## src/hdl/rate_monotonic_task_scheduler_assert.svh

```systemverilog
// Assertion macros for the rate monotonic task scheduler.
// Needs clk and rst_n in the scope of the module that uses them.
`ifndef RATE_MONOTONIC_TASK_SCHEDULER_ASSERT_SVH
`define RATE_MONOTONIC_TASK_SCHEDULER_ASSERT_SVH
`ifndef SYNTHESIS
`define RMTS_ASSERT(lbl, prop, msg) \
  lbl: assert property (@(posedge clk) disable iff (!rst_n) (prop)) else $error(msg);
`define RMTS_ASSERT_ALWAYS(lbl, prop, msg) \
  lbl: assert property (@(posedge clk) (prop)) else $error(msg);
`else
`define RMTS_ASSERT(lbl, prop, msg)
`define RMTS_ASSERT_ALWAYS(lbl, prop, msg)
`endif
`endif

```

## src/hdl/rmts_pkg.sv

```systemverilog
// Shared types and constants of the rate monotonic task scheduler.
// No dependencies.
package rmts_pkg;

  localparam int TIME_BITS  = 32;
  localparam int FIELD_BITS = 16;
  localparam int ID_BITS    = 3;

  typedef logic [1:0] status_t;

  localparam status_t ST_READY   = 2'd0;
  localparam status_t ST_BLOCKED = 2'd1;
  localparam status_t ST_DONE    = 2'd2;
  localparam status_t ST_RUNNING = 2'd3;

  localparam logic MODE_ADD  = 1'b0;
  localparam logic MODE_TICK = 1'b1;

endpackage

```

## src/hdl/rate_monotonic_task_scheduler.sv

```systemverilog
// Rate monotonic task scheduler: task table, tick walker and phase divider.
// Depends on rmts_pkg and rate_monotonic_task_scheduler_assert.svh.
//
//   channel | dir | tdata fields (low bit up)                          | tuser
//   --------+-----+----------------------------------------------------+------
//   in_     | in  | task_period[15:0] task_capacity[31:16] start_blocked[32] | mode
//   out_    | out | accepted[0] task_id[3:1] idle_runs[4]              | -
//
// One item at a time; in_tready is high only while nothing is in flight.
// Tick: walks every stored task from accept back to ready, reading each table
//   entry through the single registered read port of the task table.
// Accepted add: runs the 32-step restoring divider that works out the task's
//   phase (time mod period). Rejected add: answered straight from idle.
// Reset (synchronous, rst_n low) clears control state only; table entries are
//   only ever read below the stored count. The result holds while out_tready
//   is low.
module rate_monotonic_task_scheduler #(
  parameter int MAX_TASKS   = 8,
  parameter int PERIOD_BITS = 16
) (
  input  logic        clk,
  input  logic        rst_n,
  input  logic        in_tvalid,
  output logic        in_tready,
  input  logic [39:0] in_tdata,   // task_period[15:0], task_capacity[31:16],
                                  // start_blocked[32], zero pad[39:33]
  input  logic        in_tuser,   // mode (0 add, 1 tick)
  output logic        out_tvalid,
  input  logic        out_tready,
  output logic [7:0]  out_tdata   // accepted[0], task_id[3:1], idle_runs[4],
                                  // zero pad[7:5]
);

  // stored period width: low PERIOD_BITS bits of the 16-bit field, at most all 16
  localparam int SPW = (PERIOD_BITS < rmts_pkg::FIELD_BITS) ? PERIOD_BITS
                                                           : rmts_pkg::FIELD_BITS;
  localparam int IW  = (MAX_TASKS > 1) ? $clog2(MAX_TASKS) : 1;
  localparam int SW  = $clog2(MAX_TASKS + 1);
  localparam int DCW = $clog2(rmts_pkg::TIME_BITS);
  localparam int FW  = rmts_pkg::FIELD_BITS;

  localparam logic [2:0] S_IDLE  = 3'd0;
  localparam logic [2:0] S_DIV   = 3'd1;
  localparam logic [2:0] S_ADDW  = 3'd2;
  localparam logic [2:0] S_CHK   = 3'd3;
  localparam logic [2:0] S_RD    = 3'd4;
  localparam logic [2:0] S_EVAL  = 3'd5;
  localparam logic [2:0] S_FINRD = 3'd6;
  localparam logic [2:0] S_FIN   = 3'd7;

  // ---------------------------------------------------------------- control
  logic [2:0]             state_r, state_nxt;
  logic                   res_pend_r, res_pend_nxt;
  logic [SW-1:0]          stored_r, stored_nxt;
  logic [IW-1:0]          cur_r, cur_nxt;
  logic                   idle_r, idle_nxt;
  logic [rmts_pkg::TIME_BITS-1:0] time_r, time_nxt;
  logic [SW-1:0]          walk_r, walk_nxt;
  logic [DCW-1:0]         dcnt_r, dcnt_nxt;
  logic [PERIOD_BITS-1:0] best_r, best_nxt;

  // ---------------------------------------------------------------- payload
  logic [SPW-1:0]         per_r, per_nxt;
  logic [FW-1:0]          cap_r, cap_nxt;
  logic                   blk_r, blk_nxt;
  logic [SPW-1:0]         rem_r, rem_nxt;
  logic                   o_acc_r, o_acc_nxt;
  logic [rmts_pkg::ID_BITS-1:0] o_id_r, o_id_nxt;
  logic                   o_idle_r, o_idle_nxt;

  // ---------------------------------------------------------------- tables
  logic [SPW-1:0]          period_mem_r [MAX_TASKS];
  logic [FW-1:0]           cap_mem_r    [MAX_TASKS];
  logic [FW-1:0]           used_mem_r   [MAX_TASKS];
  rmts_pkg::status_t       stat_mem_r   [MAX_TASKS];
  logic [SPW-1:0]          phase_mem_r  [MAX_TASKS];

  logic [SPW-1:0]          period_rd_r;
  logic [FW-1:0]           cap_rd_r;
  logic [FW-1:0]           used_rd_r;
  rmts_pkg::status_t       stat_rd_r;
  logic [SPW-1:0]          phase_rd_r;

  logic [IW-1:0]           rd_addr, wr_addr;
  logic                    period_we, cap_we, used_we, stat_we, phase_we;
  logic [FW-1:0]           used_wd;
  rmts_pkg::status_t       stat_wd;
  logic [SPW-1:0]          phase_wd;

  // ---------------------------------------------------------------- helpers
  logic                    in_beat, out_beat;
  logic [SPW-1:0]          in_per;
  logic [FW-1:0]           in_cap;
  logic                    add_ok;
  logic [SPW:0]            rem_sh;
  logic [SPW:0]            rem_sub;
  logic [SPW:0]            phase_inc;
  logic [PERIOD_BITS-1:0]  period_ext;
  logic                    cur_live;
  logic [IW+2:0]           cur_wide;
  logic [SW+2:0]           stored_wide;

  assign in_tready  = (state_r == S_IDLE) && !res_pend_r;
  assign out_tvalid = res_pend_r;
  assign out_tdata  = {3'b000, o_idle_r, o_id_r, o_acc_r};
  assign in_beat    = in_tvalid && in_tready;
  assign out_beat   = out_tvalid && out_tready;

  assign in_per  = in_tdata[SPW-1:0];
  assign in_cap  = in_tdata[2*FW-1:FW];
  // add rejected on zero period or capacity, period below capacity, or a full table
  assign add_ok  = (in_per != '0) && (in_cap != '0) && (FW'(in_per) >= in_cap) &&
                   (stored_r < SW'(MAX_TASKS));

  // one restoring step of time mod period, time bits MSB first
  assign rem_sh  = {rem_r, time_r[~dcnt_r]};
  assign rem_sub = rem_sh - {1'b0, per_r};

  // phase tracks time mod period; the 32-bit wrap sends every phase to zero
  assign phase_inc  = {1'b0, phase_rd_r} + {{SPW{1'b0}}, 1'b1};
  assign period_ext = PERIOD_BITS'(period_rd_r);
  assign cur_live   = !idle_r && (SW'(cur_r) < stored_r);
  assign cur_wide    = (IW + 3)'(cur_r);
  assign stored_wide = (SW + 3)'(stored_r);

  always_comb begin
    case (state_r)
      S_RD:    rd_addr = walk_r[IW-1:0];
      default: rd_addr = cur_r;
    endcase
  end

  always_comb begin
    state_nxt    = state_r;
    res_pend_nxt = res_pend_r;
    stored_nxt   = stored_r;
    cur_nxt      = cur_r;
    idle_nxt     = idle_r;
    time_nxt     = time_r;
    walk_nxt     = walk_r;
    dcnt_nxt     = dcnt_r;
    best_nxt     = best_r;
    per_nxt      = per_r;
    cap_nxt      = cap_r;
    blk_nxt      = blk_r;
    rem_nxt      = rem_r;
    o_acc_nxt    = o_acc_r;
    o_id_nxt     = o_id_r;
    o_idle_nxt   = o_idle_r;
    wr_addr      = cur_r;
    period_we    = 1'b0;
    cap_we       = 1'b0;
    used_we      = 1'b0;
    stat_we      = 1'b0;
    phase_we     = 1'b0;
    used_wd      = '0;
    stat_wd      = rmts_pkg::ST_READY;
    phase_wd     = '0;

    if (out_beat) begin
      res_pend_nxt = 1'b0;
    end

    case (state_r)
      S_IDLE: begin
        if (in_beat) begin
          per_nxt = in_per;
          cap_nxt = in_cap;
          blk_nxt = in_tdata[2*FW];
          if (in_tuser == rmts_pkg::MODE_TICK) begin
            state_nxt = S_CHK;
          end else if (add_ok) begin
            rem_nxt   = '0;
            dcnt_nxt  = '0;
            state_nxt = S_DIV;
          end else begin
            o_acc_nxt    = 1'b0;
            o_id_nxt     = '0;
            o_idle_nxt   = 1'b0;
            res_pend_nxt = 1'b1;
          end
        end
      end
      S_DIV: begin
        rem_nxt  = rem_sub[SPW] ? rem_sh[SPW-1:0] : rem_sub[SPW-1:0];
        dcnt_nxt = dcnt_r + 1'b1;
        if (dcnt_r == '1) begin
          state_nxt = S_ADDW;
        end
      end
      S_ADDW: begin
        wr_addr      = stored_r[IW-1:0];
        period_we    = 1'b1;
        cap_we       = 1'b1;
        used_we      = 1'b1;
        stat_we      = 1'b1;
        phase_we     = 1'b1;
        used_wd      = '0;
        stat_wd      = blk_r ? rmts_pkg::ST_BLOCKED : rmts_pkg::ST_READY;
        phase_wd     = rem_r;
        stored_nxt   = stored_r + 1'b1;
        o_acc_nxt    = 1'b1;
        o_id_nxt     = stored_wide[2:0];
        o_idle_nxt   = 1'b0;
        res_pend_nxt = 1'b1;
        state_nxt    = S_IDLE;
      end
      S_CHK: begin
        // running task out of budget: done, idle takes over; else its period is the bar to beat
        best_nxt = '1;
        if (cur_live) begin
          if (used_rd_r == cap_rd_r) begin
            stat_we  = 1'b1;
            stat_wd  = rmts_pkg::ST_DONE;
            idle_nxt = 1'b1;
          end else begin
            best_nxt = period_ext;
          end
        end
        walk_nxt  = '0;
        state_nxt = (stored_r == '0) ? S_FINRD : S_RD;
      end
      S_RD: begin
        state_nxt = S_EVAL;
      end
      S_EVAL: begin
        wr_addr  = walk_r[IW-1:0];
        phase_we = 1'b1;
        phase_wd = ((time_r == '1) || (phase_inc == {1'b0, period_rd_r})) ?
                   '0 : phase_inc[SPW-1:0];
        if (stat_rd_r != rmts_pkg::ST_BLOCKED &&
            (stat_rd_r != rmts_pkg::ST_DONE || phase_rd_r == '0)) begin
          if (stat_rd_r == rmts_pkg::ST_DONE) begin
            used_we = 1'b1;
            used_wd = '0;
            stat_we = 1'b1;
            stat_wd = rmts_pkg::ST_READY;
          end
          if (period_ext < best_r) begin
            best_nxt = period_ext;
            cur_nxt  = walk_r[IW-1:0];
            idle_nxt = 1'b0;
          end
        end
        walk_nxt  = walk_r + 1'b1;
        state_nxt = ((walk_r + 1'b1) == stored_r) ? S_FINRD : S_RD;
      end
      S_FINRD: begin
        state_nxt = S_FIN;
      end
      S_FIN: begin
        o_acc_nxt = 1'b1;
        if (cur_live) begin
          stat_we    = 1'b1;
          stat_wd    = rmts_pkg::ST_RUNNING;
          used_we    = 1'b1;
          used_wd    = used_rd_r + 1'b1;
          o_id_nxt   = cur_wide[2:0];
          o_idle_nxt = 1'b0;
        end else begin
          idle_nxt   = 1'b1;
          o_id_nxt   = '0;
          o_idle_nxt = 1'b1;
        end
        time_nxt     = time_r + 1'b1;
        res_pend_nxt = 1'b1;
        state_nxt    = S_IDLE;
      end
      default: begin
        state_nxt = S_IDLE;
      end
    endcase
  end

  always_ff @(posedge clk) begin
    if (!rst_n) begin
      state_r    <= S_IDLE;
      res_pend_r <= 1'b0;
      stored_r   <= '0;
      cur_r      <= '0;
      idle_r     <= 1'b1;
      time_r     <= '0;
      walk_r     <= '0;
      dcnt_r     <= '0;
      best_r     <= '1;
    end else begin
      state_r    <= state_nxt;
      res_pend_r <= res_pend_nxt;
      stored_r   <= stored_nxt;
      cur_r      <= cur_nxt;
      idle_r     <= idle_nxt;
      time_r     <= time_nxt;
      walk_r     <= walk_nxt;
      dcnt_r     <= dcnt_nxt;
      best_r     <= best_nxt;
    end
  end

  always_ff @(posedge clk) begin
    per_r    <= per_nxt;
    cap_r    <= cap_nxt;
    blk_r    <= blk_nxt;
    rem_r    <= rem_nxt;
    o_acc_r  <= o_acc_nxt;
    o_id_r   <= o_id_nxt;
    o_idle_r <= o_idle_nxt;
  end

  // table memories: one write port, one registered read port each
  always_ff @(posedge clk) begin
    if (period_we) begin
      period_mem_r[wr_addr] <= per_r;
    end
    period_rd_r <= period_mem_r[rd_addr];
  end

  always_ff @(posedge clk) begin
    if (cap_we) begin
      cap_mem_r[wr_addr] <= cap_r;
    end
    cap_rd_r <= cap_mem_r[rd_addr];
  end

  always_ff @(posedge clk) begin
    if (used_we) begin
      used_mem_r[wr_addr] <= used_wd;
    end
    used_rd_r <= used_mem_r[rd_addr];
  end

  always_ff @(posedge clk) begin
    if (stat_we) begin
      stat_mem_r[wr_addr] <= stat_wd;
    end
    stat_rd_r <= stat_mem_r[rd_addr];
  end

  always_ff @(posedge clk) begin
    if (phase_we) begin
      phase_mem_r[wr_addr] <= phase_wd;
    end
    phase_rd_r <= phase_mem_r[rd_addr];
  end

  // ---------------------------------------------------------------- checks
`include "rate_monotonic_task_scheduler_assert.svh"

  `RMTS_ASSERT(a_no_accept_while_result, !(in_tready && out_tvalid), "ready with result pending")
  `RMTS_ASSERT(a_stored_bound, stored_r <= SW'(MAX_TASKS), "task count beyond table depth")
  `RMTS_ASSERT(a_stored_step, $past(rst_n) && (stored_r != $past(stored_r)) |-> (stored_r == $past(stored_r) + 1'b1) && out_tvalid, "task count moved without an add result")
  `RMTS_ASSERT(a_time_step, $past(rst_n) && (time_r != $past(time_r)) |-> out_tvalid && o_acc_r && !$past(out_tvalid), "time advanced outside a tick")

endmodule
```

## config.mk

```make
export PLATFORM = sky130hd
export DESIGN_NAME = rate_monotonic_task_scheduler
export DESIGN_NICKNAME = d
export VERILOG_FILES = /design/src/hdl/rmts_pkg.sv /design/src/hdl/rate_monotonic_task_scheduler.sv
export VERILOG_INCLUDE_DIRS = /design/src /design/src/hdl
export SDC_FILE = /design/constraint.sdc
export NUM_CORES = 1
export LEC_CHECK = 0
export BUFFER_PORTS_ARGS = -buffer_cell sky130_fd_sc_hd__buf_2
export CAP_MARGIN = 20
export CORE_MARGIN = 2
export CORE_UTILIZATION = 30
export DETAILED_ROUTE_END_ITERATION = 12
export GPL_ROUTABILITY_DRIVEN = 0
export SLEW_MARGIN = 5
export SYNTH_ARGS = -nofsm -noshare
export SYNTH_HDL_FRONTEND = slang
export SYNTH_SLANG_ARGS = --single-unit
```

## constraint.sdc

```tcl
create_clock -name clk -period 9.5 [get_ports clk]
set_clock_uncertainty 0.2 [all_clocks]
set_input_delay 2.85 -clock clk [delete_from_list [all_inputs] [get_ports clk]]
set_output_delay 2.85 -clock clk [all_outputs]
set_load 0.01 [all_outputs]
```

Yosys cells after proc, flatten, opt, wreduce, memory -nomap -nowiden
Memories as Yosys holds them, arrays and structs flattened. A register that Yosys moved wholly into a read port is not among the register bits.
Cells that the tools add are included.
- RAM bits: 528
- register bits after elaboration: 123
- input port bits: 45
- memories kept: 5
- bitwise operators: 1
- mux-type cells: 74
- equal/unequal tests: 26
- add/subtract/negate cells: 7
- magnitude comparators: 5
- reductions and logical operators: 32
- memories (name ; words ; bits a word ; read ports ; clocked after memory_dff ; write ports ; line ; RTL):
    cap_mem_r ; 8 ; 16 ; 1 ; 1 ; 1 ; rate_monotonic_task_scheduler.sv:73 ; logic [FW-1:0] cap_mem_r [MAX_TASKS];
    period_mem_r ; 8 ; 16 ; 1 ; 1 ; 1 ; rate_monotonic_task_scheduler.sv:72 ; logic [SPW-1:0] period_mem_r [MAX_TASKS];
    phase_mem_r ; 8 ; 16 ; 1 ; 1 ; 1 ; rate_monotonic_task_scheduler.sv:76 ; logic [SPW-1:0] phase_mem_r [MAX_TASKS];
    used_mem_r ; 8 ; 16 ; 1 ; 1 ; 1 ; rate_monotonic_task_scheduler.sv:74 ; logic [FW-1:0] used_mem_r [MAX_TASKS];
    stat_mem_r ; 8 ; 2 ; 1 ; 1 ; 1 ; rate_monotonic_task_scheduler.sv:75 ; rmts_pkg::status_t stat_mem_r [MAX_TASKS];
- operators with widths (operator ; count):
    2-to-1 mux 16 bit ; 11
    one-hot mux 16 bit (2 select lines) ; 3
    adder 32 x 1 -> 32 bit (second input constant) ; 1
    equality test 32 bit (second input constant) ; 1
    nonzero test 16 bit ; 2
    2-to-1 mux 1 bit ; 30
    2-to-1 mux 3 bit ; 9
    inequality test 2 bit (second input constant) ; 11
    one-hot mux 3 bit (7 select lines) ; 1
    adder 16 x 1 -> 17 bit (second input constant) ; 1
    equality test 17 x 16 -> 1 bit ; 1
    subtractor 17 x 16 -> 17 bit ; 1
    adder 16 x 1 -> 16 bit (second input constant) ; 1
    equality test 16 bit ; 1
    greater-or-equal comparator 16 bit ; 1
    zero test 16 bit ; 1
    less-than comparator 16 bit ; 1
    2-to-1 mux 5 bit ; 3
    equality test 3 bit (second input constant) ; 4
    AND reduction 4 bit ; 3
    2-to-1 mux 2 bit ; 5
    one-hot mux 5 bit (2 select lines) ; 1
    one-hot mux 1 bit (3 select lines) ; 3
    one-hot mux 3 bit (3 select lines) ; 1
    30 further kinds ; 48

Depth between registers and ports, before layout
Gate-level depths: netlist (run 1).
- word-level depth: 8
- depth in mapped cells: 16

Least setup slack after synthesis (run 1)
OpenSTA, ideal clock, no wires.
- path type: input to register
- start point: in in_tdata[0]
- end point: reg rem_r[0] (enable)
- path slack: 3.865 ns
- data arrival time: 5.022 ns
- cell stages on the path: 9
- cells stage by stage: inv_1 -> ha_1 -> nand2b_1 -> a21o_1 -> a21o_1 -> a21oi_1 -> o211ai_1 -> a221oi_1 -> o21ai_0
- longest elaborated chain between the ends: 6
- elaborated cells on any way between the ends: 7
- those cells by class: 1 x order compare; 1 x eq/ne; 5 x reduce/logical
- ends and longest elaborated chain (item ; line ; RTL):
    from (decl) ; rate_monotonic_task_scheduler.sv:25 ; input logic [39:0] in_tdata,
    branches (longest 2 deep; another with greater-or-equal comparator 16 bit) ; -- ;
    logical AND 1 bit * (2 in series) ; rate_monotonic_task_scheduler.sv:112 ; assign add_ok = (in_per != '0) && (in_cap != '0) && (FW'(in_per) >= in_cap) &&
    inequality test 2 bit (no source line) * ; -- ;
    AND reduction 4 bit (no source line) * ; -- ;
    to (signal assigned) ; rate_monotonic_task_scheduler.sv:303 ; rem_r <= rem_nxt;
    to (decl) ; rate_monotonic_task_scheduler.sv:66 ; logic [SPW-1:0] rem_r, rem_nxt;
Every way passes the cells marked *.
A chain may end at the register's enable or synchronous reset.

Final worst setup path (run 1)
- start point: in in_tdata[0]
- end point: reg o_id_r[1] (netlist name) (enable)
- longest elaborated chain between the ends: 6
- elaborated cells on any way between the ends: 7
- those cells by class: 1 x order compare; 1 x eq/ne; 5 x reduce/logical
- ends and longest elaborated chain (item ; line ; RTL):
    branches (longest 2 deep; another with greater-or-equal comparator 16 bit) ; -- ;
    logical AND 1 bit * (2 in series) ; rate_monotonic_task_scheduler.sv:112 ;
    inequality test 2 bit (no source line) * ; -- ;
    AND reduction 4 bit (no source line) * ; -- ;
    to (signal assigned) ; rate_monotonic_task_scheduler.sv:305 ; o_id_r <= o_id_nxt;
    to (decl) ; rate_monotonic_task_scheduler.sv:68 ; logic [rmts_pkg::ID_BITS-1:0] o_id_r, o_id_nxt;
Marked as above.

==> results.md, run 1 <==
- Worst-skew pair later-pin latency: 620 ps
- Critical-path maximum fanout: 6
- Final worst path period share: 53.74%
- Critical Path AT: 5160 ps
- H-tree levels: 3
- DRC viols: 0
- End point of the critical path: o_id_r[1]
- CTS tree: yes
- # nets final: 2041
- Final critical-path required period: 5105 ps
- Critical Path Source Type: primary input
- Synth top area cells: edfxtp_1 58%, mux4_2 11%, dfxtp_1 9.0%
- Flip-flop and latch area: 0.02018 sq mm
- Reg2reg start: dcnt_r[0]
- WS Path Type: in2reg
- Post-synth top area cell: edfxtp_1
- Unique masters post-synth: 67
- Most used cell, CP: a21o_1
- Slowest Stage Delay on Critical Path: 490 ps
- Cell area after synthesis: 0.02992 sq mm
- Initial DRC count: 1333
- Die area: 0.1023 sq mm
- Critical path cell sequence: buf_2, inv_1, ha_1, nand2b_1, a21o_1, a21o_1, a21oi_1, o211ai_1, a221oi_1, buf_4, nor2_1, o21ai_0
- Layout cells sized above 1: 22.04%
- Post-DRT Antenna Nets: 0
- RSZ-0062 raised after global routing: no
- Width of the die: 319.8 um
- Most frequent cells in the layout: 582 x edfxtp_1, 142 x mux4_2, 135 x dfxtp_1
- Power density over the cells: 232.3 mW/mm^2
- 1st-pass router iterations: 5
- Yosys warning count: 0
- Worst path depth: 12
- Worst hold path type: reg2reg
- # IOs: 55
- Synth Register Bits: 717
- Remaining Overflow, GRT: 0
- Setup TNS: 0 ps
- Met3 GRT Util: 2.115%
- Reg-to-Reg End: rem_r[13]
- Clock transition at the registers of the reported paths: 60 ps
- Final setup fails: 0
- Vias: 16017
- Crit path capture type: flip-flop
- Antenna violations before repair: 1
- R2R Setup Slk: 4570 ps
- Detail Placement HPWL: 40370 um
- Mapped Cells: 1851
- Worst-Margin Slew: 1107 ps
- Final cell count without fillers: 3288
- Met2 Use GR: 21.73%
- Area Overhead vs Synth: 15.04%
- Avg Cell Area, Syn: 16.17 sq um
- Core box area: 0.09856 sq mm
- DP Cell Count: 3145
- Crit path buffers/inverters: 3
- DRT Wirelength: 65760 um
- VDD IR max: 149.5 uV
- CP Launch Point: in_tdata[0]
- Top-area cell type share of the netlist area: 58.40%
- Slew headroom: 25.61%
- Global-route wire length before repair: 100400 um
- Pin count of the biggest net entering global routing: 95
- PostCTS Resize Cnt: 0
- Setup WS post-layout: 4395 ps
- Worst Reg-to-Reg Cells: 14
- CP delay by family, top: compound AO/OA/AOI/OAI gates
- CTS buffer count: 76
- Clock buffer depth: 3
- Core Rows: 115
- Most common cell after layout, fill and taps aside: edfxtp_1
- Clock sink count: 717
- Root buffer cell: clkbuf_16
- Number of max-cap violations: 0
- Slowest CP cell: o21ai_0
- Post-synth ARST share: 0%
- Number of diodes: 0
- Vias in the first global route: 16732
- Leak: 11.81 nW
- Final-report hold violation count: 0
- Routed len/inst: 20.00 um
- GRT Max-Usage Layer: met2
- Initial core utilization: 30.36%
- Post-synth EDFFs: 582
- PortBufs: 44
- Drt via density: 4.871
- Part of the Yosys area used for sequential elements: 67.44%
- Die Height: 319.8 um
- Post-CTS setup buffer count: 0
- Hold-fix buffers, CTS: 0
- Multi-input gate area: 0.009281 sq mm
- Setup slack after placement: 3801 ps
- Main synth FF type: edfxtp_1
- # fillers: 9250
- Final max-slew violation count: 0
- GR Util met1: 16.64%
- All-Layer GR Usage: 12.86%
- Worst Path Required: 9550 ps
- Outcome: finished, final reports clean
- F_max: 195.9 MHz
routing by layer:
metal  vias up  wire length (um)  share of wire (%)
met4         0              2269                3.5
met3       126              3111                4.7
met2       426             32530                 49
met1      8211             27850                 42
li1       7254                 -                  -
met5         -                 0                  0
flip-flops by register name (all words and copies together) (netlist names), 32 cells and up:
signal	flops
used_mem_r	128
period_mem_r	128
phase_mem_r	128
cap_mem_r	128
time_r	32
logic make-up (layout without fill, tap and decap cells):
| logic type | after synthesis | after routing | synth area share, % |
|---|---|---|---|
| other cells | 1 | 3 | 0.01253 |
| flops | 717 | 717 | 67.44 |
| fa+ha+maj | 59 | 59 | 2.492 |
| mux | 249 | 249 | 14.55 |
| simple gates | 419 | 419 | 6.949 |
| buf+inv | 146 | 294 | 1.990 |
| xor+xnor | 107 | 107 | 3.157 |
| compound gates | 153 | 153 | 3.416 |
per-stage QoR:
stage / cell area (sq um) / power [mW] / hold WS [ps] / utilization (%)
2_1_floorplan: 29930 / 4.682 / 264.3 / -
5_1_grt: 34430 / 8.323 / 328.2 / 34.93
3_5_place_dp: 31840 / 5.066 / 296.0 / 32.30
6_report: 34430 / 7.996 / 302.6 / 34.93
4_1_cts: 34410 / 8.071 / 304.1 / 34.91
3_3_place_gp: 31840 / 5.030 / 279.6 / 32.30
synthesized netlist by cell type (11+ instances only):
cell / number
buf_2: 11
nor4_1: 12
nand2_1: 90
xor2_1: 32
mux2_2: 67
nand4_1: 26
and3_1: 13
nor2_1: 121
mux2i_1: 40
mux4_2: 142
nor2b_1: 32
inv_1: 70
a21oi_1: 30
o21ai_0: 31
edfxtp_1: 582
nor3_1: 14
a21o_1: 18
xnor2_1: 74
dfxtp_1: 135
clkbuf_1: 46
and2_1: 36
ha_1: 58
nand3_1: 39
worst min-delay path, stage by stage (launching register included):
cell and delay (ps):
dfxtp_1 310, o21ai_0 70, nand3_1 70
how the worst min path moves through the flow:
stage / cells after the start / startpoint / slack [ps] / to
floorplan: 2 / idle_r / 260 / idle_r
global placement: 2 / idle_r / 280 / idle_r
detailed placement: 2 / idle_r / 300 / idle_r
CTS: 2 / idle_r / 300 / idle_r
global route: 2 / idle_r / 330 / idle_r
finish: 2 / idle_r / 300 / idle_r
area by class of cell:
class                           count  share of cell area (%)
Tap cell                         1287                   4.678
Clock inverter                     34                   1.265
Clock buffer                      108                   6.200
Sequential cell                   717                   58.62
Timing Repair Buffer               81                   1.505
Inverter                           71                  0.7742
Multi-Input combinational cell    990                   26.96
where the power goes:
part	switching, mW	internal [mW]
Clock	1.22	1.78
Sequential	0.259	3.73
Combinational	0.582	0.430
Note: power is estimated with default switching activity, not from simulation.
==> run 2, diff against run 1 <==
- ABC_AREA: unset -> 1
- clock period: 9.5 -> 4.9 ns (I/O delays scaled with it)
==> results.md, run 2 <==
- Outcome: finished, final reports clean
- Post-synth top area cell: edfxtp_1
- # fillers: 10116
- RSZ-0062 raised after global routing: no
- Clock transition at the registers of the reported paths: 60 ps
- Worst Path Required: 5070 ps
- Number of diodes: 0
- Slowest CP cell: dfxtp_1
- Remaining Overflow, GRT: 0
- Area Overhead vs Synth: 13.85%
- All-Layer GR Usage: 14.35%
- Synth top area cells: edfxtp_1 57%, dfxtp_1 8.8%, nor2_1 4.7%
- Power density over the cells: 477.8 mW/mm^2
- Mapped Cells: 2787
- CTS tree: yes
- Most used cell, CP: nand2_1
- Top-area cell type share of the netlist area: 56.92%
- Antenna violations before repair: 1
- Leak: 12.25 nW
- Core box area: 0.1016 sq mm
- Post-DP Area: 0.03258 sq mm
- Setup TNS: 0 ps
- Final instance area: 0.03496 sq mm
- VDD IR max: 351.9 uV
- # IOs: 55
- Drt via density: 4.860
- Vias: 20615
- F_max: 258.5 MHz
- PostCTS Resize Cnt: 0
- Root buffer cell: clkbuf_16
- Die area: 0.1049 sq mm
- Worst hold slack: 254.1 ps
- Slew headroom: 32.34%
- Clock buffer depth: 3
- DRC viols: 0
- Worst hold path type: reg2reg
- Critical Path AT: 4040 ps
- Most frequent cells in the layout: 582 x edfxtp_1, 369 x nor2_1, 293 x nand2_1
- Pin count of the biggest net entering global routing: 194
- Crit path capture type: flip-flop
- PortBufs: 44
- Layout cells sized above 1: 9.186%
- 1st-pass router iterations: 5
- Flip-flop and latch area: 0.02018 sq mm
- Avg Cell Area, Syn: 11.02 sq um
- Unique masters post-synth: 53
- Final max-slew violation count: 0
- Hold-fix buffers, CTS: 0
- Synth Register Bits: 717
- Routed len/inst: 17.80 um
- Width of the die: 323.9 um
- Slowest Stage Delay on Critical Path: 630 ps
- Yosys warning count: 0
- Most common cell after layout, fill and taps aside: edfxtp_1
- Vias in the first global route: 19625
- Commonest cells post-synth: 582 x edfxtp_1, 387 x nor2_1, 293 x nand2_1, 287 x o21ai_0, 180 x inv_1
- Final critical-path required period: 3869 ps
- # nets final: 2920
- Detail Placement HPWL: 45060 um
- Multi-input gate area: 0.009319 sq mm
- Worst-skew pair later-pin latency: 640 ps
- Global-route wire length before repair: 116100 um
- Main synth FF type: edfxtp_1
- Cell area after synthesis: 0.03070 sq mm
- Post-DRT Antenna Nets: 0
- WS Path Type: reg2reg
- Critical path cell sequence: inv_1, o21ai_0, o22ai_1, nand2_1, nand3_1, o21ai_0, buf_4, ha_1, inv_1, fa_1, nand3_1, nand2_1, nand4_1, nand3_1, nand2_1, nand2_1, nand2_1, nand2_1, inv_1, a21oi_1
- Die Height: 323.9 um
- Final setup fails: 0
- Final worst path period share: 78.96%
- Initial DRC count: 1620
- Critical-path maximum fanout: 13
- Critical Path Source Type: flip-flop
- Part of the Yosys area used for sequential elements: 65.72%
- Number of max-cap violations: 0
- Core Rows: 117
- Post-CTS setup buffer count: 0
- Post-synth EDFFs: 582
- Worst-Margin Slew: 1015 ps
- DRT Wirelength: 75490 um
- Top-count cell post-synth: edfxtp_1
- CTS buffer count: 70
- Initial core utilization: 30.22%
- Final-report hold violation count: 0
- Clock sink count: 717
- Post-synth ARST share: 0%
- H-tree levels: 3
## run 2: cell types whose count changed after synthesis, sizes merged, moves of 68 or more
cell,previous run,this run
o21ai,48,349
nor2,121,402
nand2,90,299
mux4,142,0
o21bai,2,138
inv,71,189
nand3,40,124
xnor2,75,7
## run 2: cell families after synthesis
group	after synthesis	synth area share [%]
and+or+nand+nor	919	12.78
AOI/OAI and AO/OA	730	13.75
DFF	717	65.72
buffers and inverters	326	4.307
adders and majority gates	59	2.429
xor gates and xnor gates	35	0.9984
other	1	0.01221
## run 2: area by class of cell
| cell class | instances | share of cell area [%] |
|---|---|---|
| inverter | 190 | 2.072 |
| tap | 1368 | 4.896 |
| multi-input combinational | 1746 | 26.66 |
| clock inverter | 43 | 1.421 |
| sequential | 717 | 57.73 |
| clock buffer | 87 | 5.372 |
| timing repair buffer | 91 | 1.854 |
## run 2: per-layer routing
layer | wire, um | GRT usage [%] | vias to the layer above
li1 | - | - | 10003
met1 | 32960 | 18.65 | 10007
met2 | 37220 | 24.56 | 503
met3 | 3730 | 1.979 | 100
met4 | 1570 | 4.805 | 2
met5 | 13 | 0 | -
## run 2: power by group
part           internal [mW]  switching (mW)
Clock                   3.19            2.38
Sequential              7.55           0.592
Combinational          0.956            2.04
## run 2: path summary, 6_finish.rpt
kind	startpoint	to	slack (ps)	depth (start not counted)
min reg2reg	idle_r	idle_r	250	2
max reg2reg	dcnt_r[1]	rem_r[0]	1030	20
max	dcnt_r[1]	rem_r[0]	1030	20
min	idle_r	idle_r	250	2
## run 2: critical path, delay by kind of cell, from the launching register on
| kind | cells | cell delay (ps) |
|---|---|---|
| AOI/OAI and AO/OA | 4 | 500 |
| and+or+nand+nor | 10 | 850 |
| buffers and inverters | 4 | 840 |
| adders and majority gates | 2 | 570 |
| DFF | 1 | 630 |
## run 2: stage by stage
| stage | power (mW) | std cells | setup slack [ps] | utilization, % |
|---|---|---|---|---|
| after global placement | 11.23 | 4111 | 834.0 | 32.06 |
| after floorplan | 10.10 | 2789 | 1463 | - |
| final | 16.70 | 4242 | 1031 | 34.41 |
| after detailed placement | 11.27 | 4112 | 835.3 | 32.07 |
| after global routing | 17.51 | 4242 | 483.9 | 34.41 |
| after CTS | 16.82 | 4242 | 1043 | 34.41 |
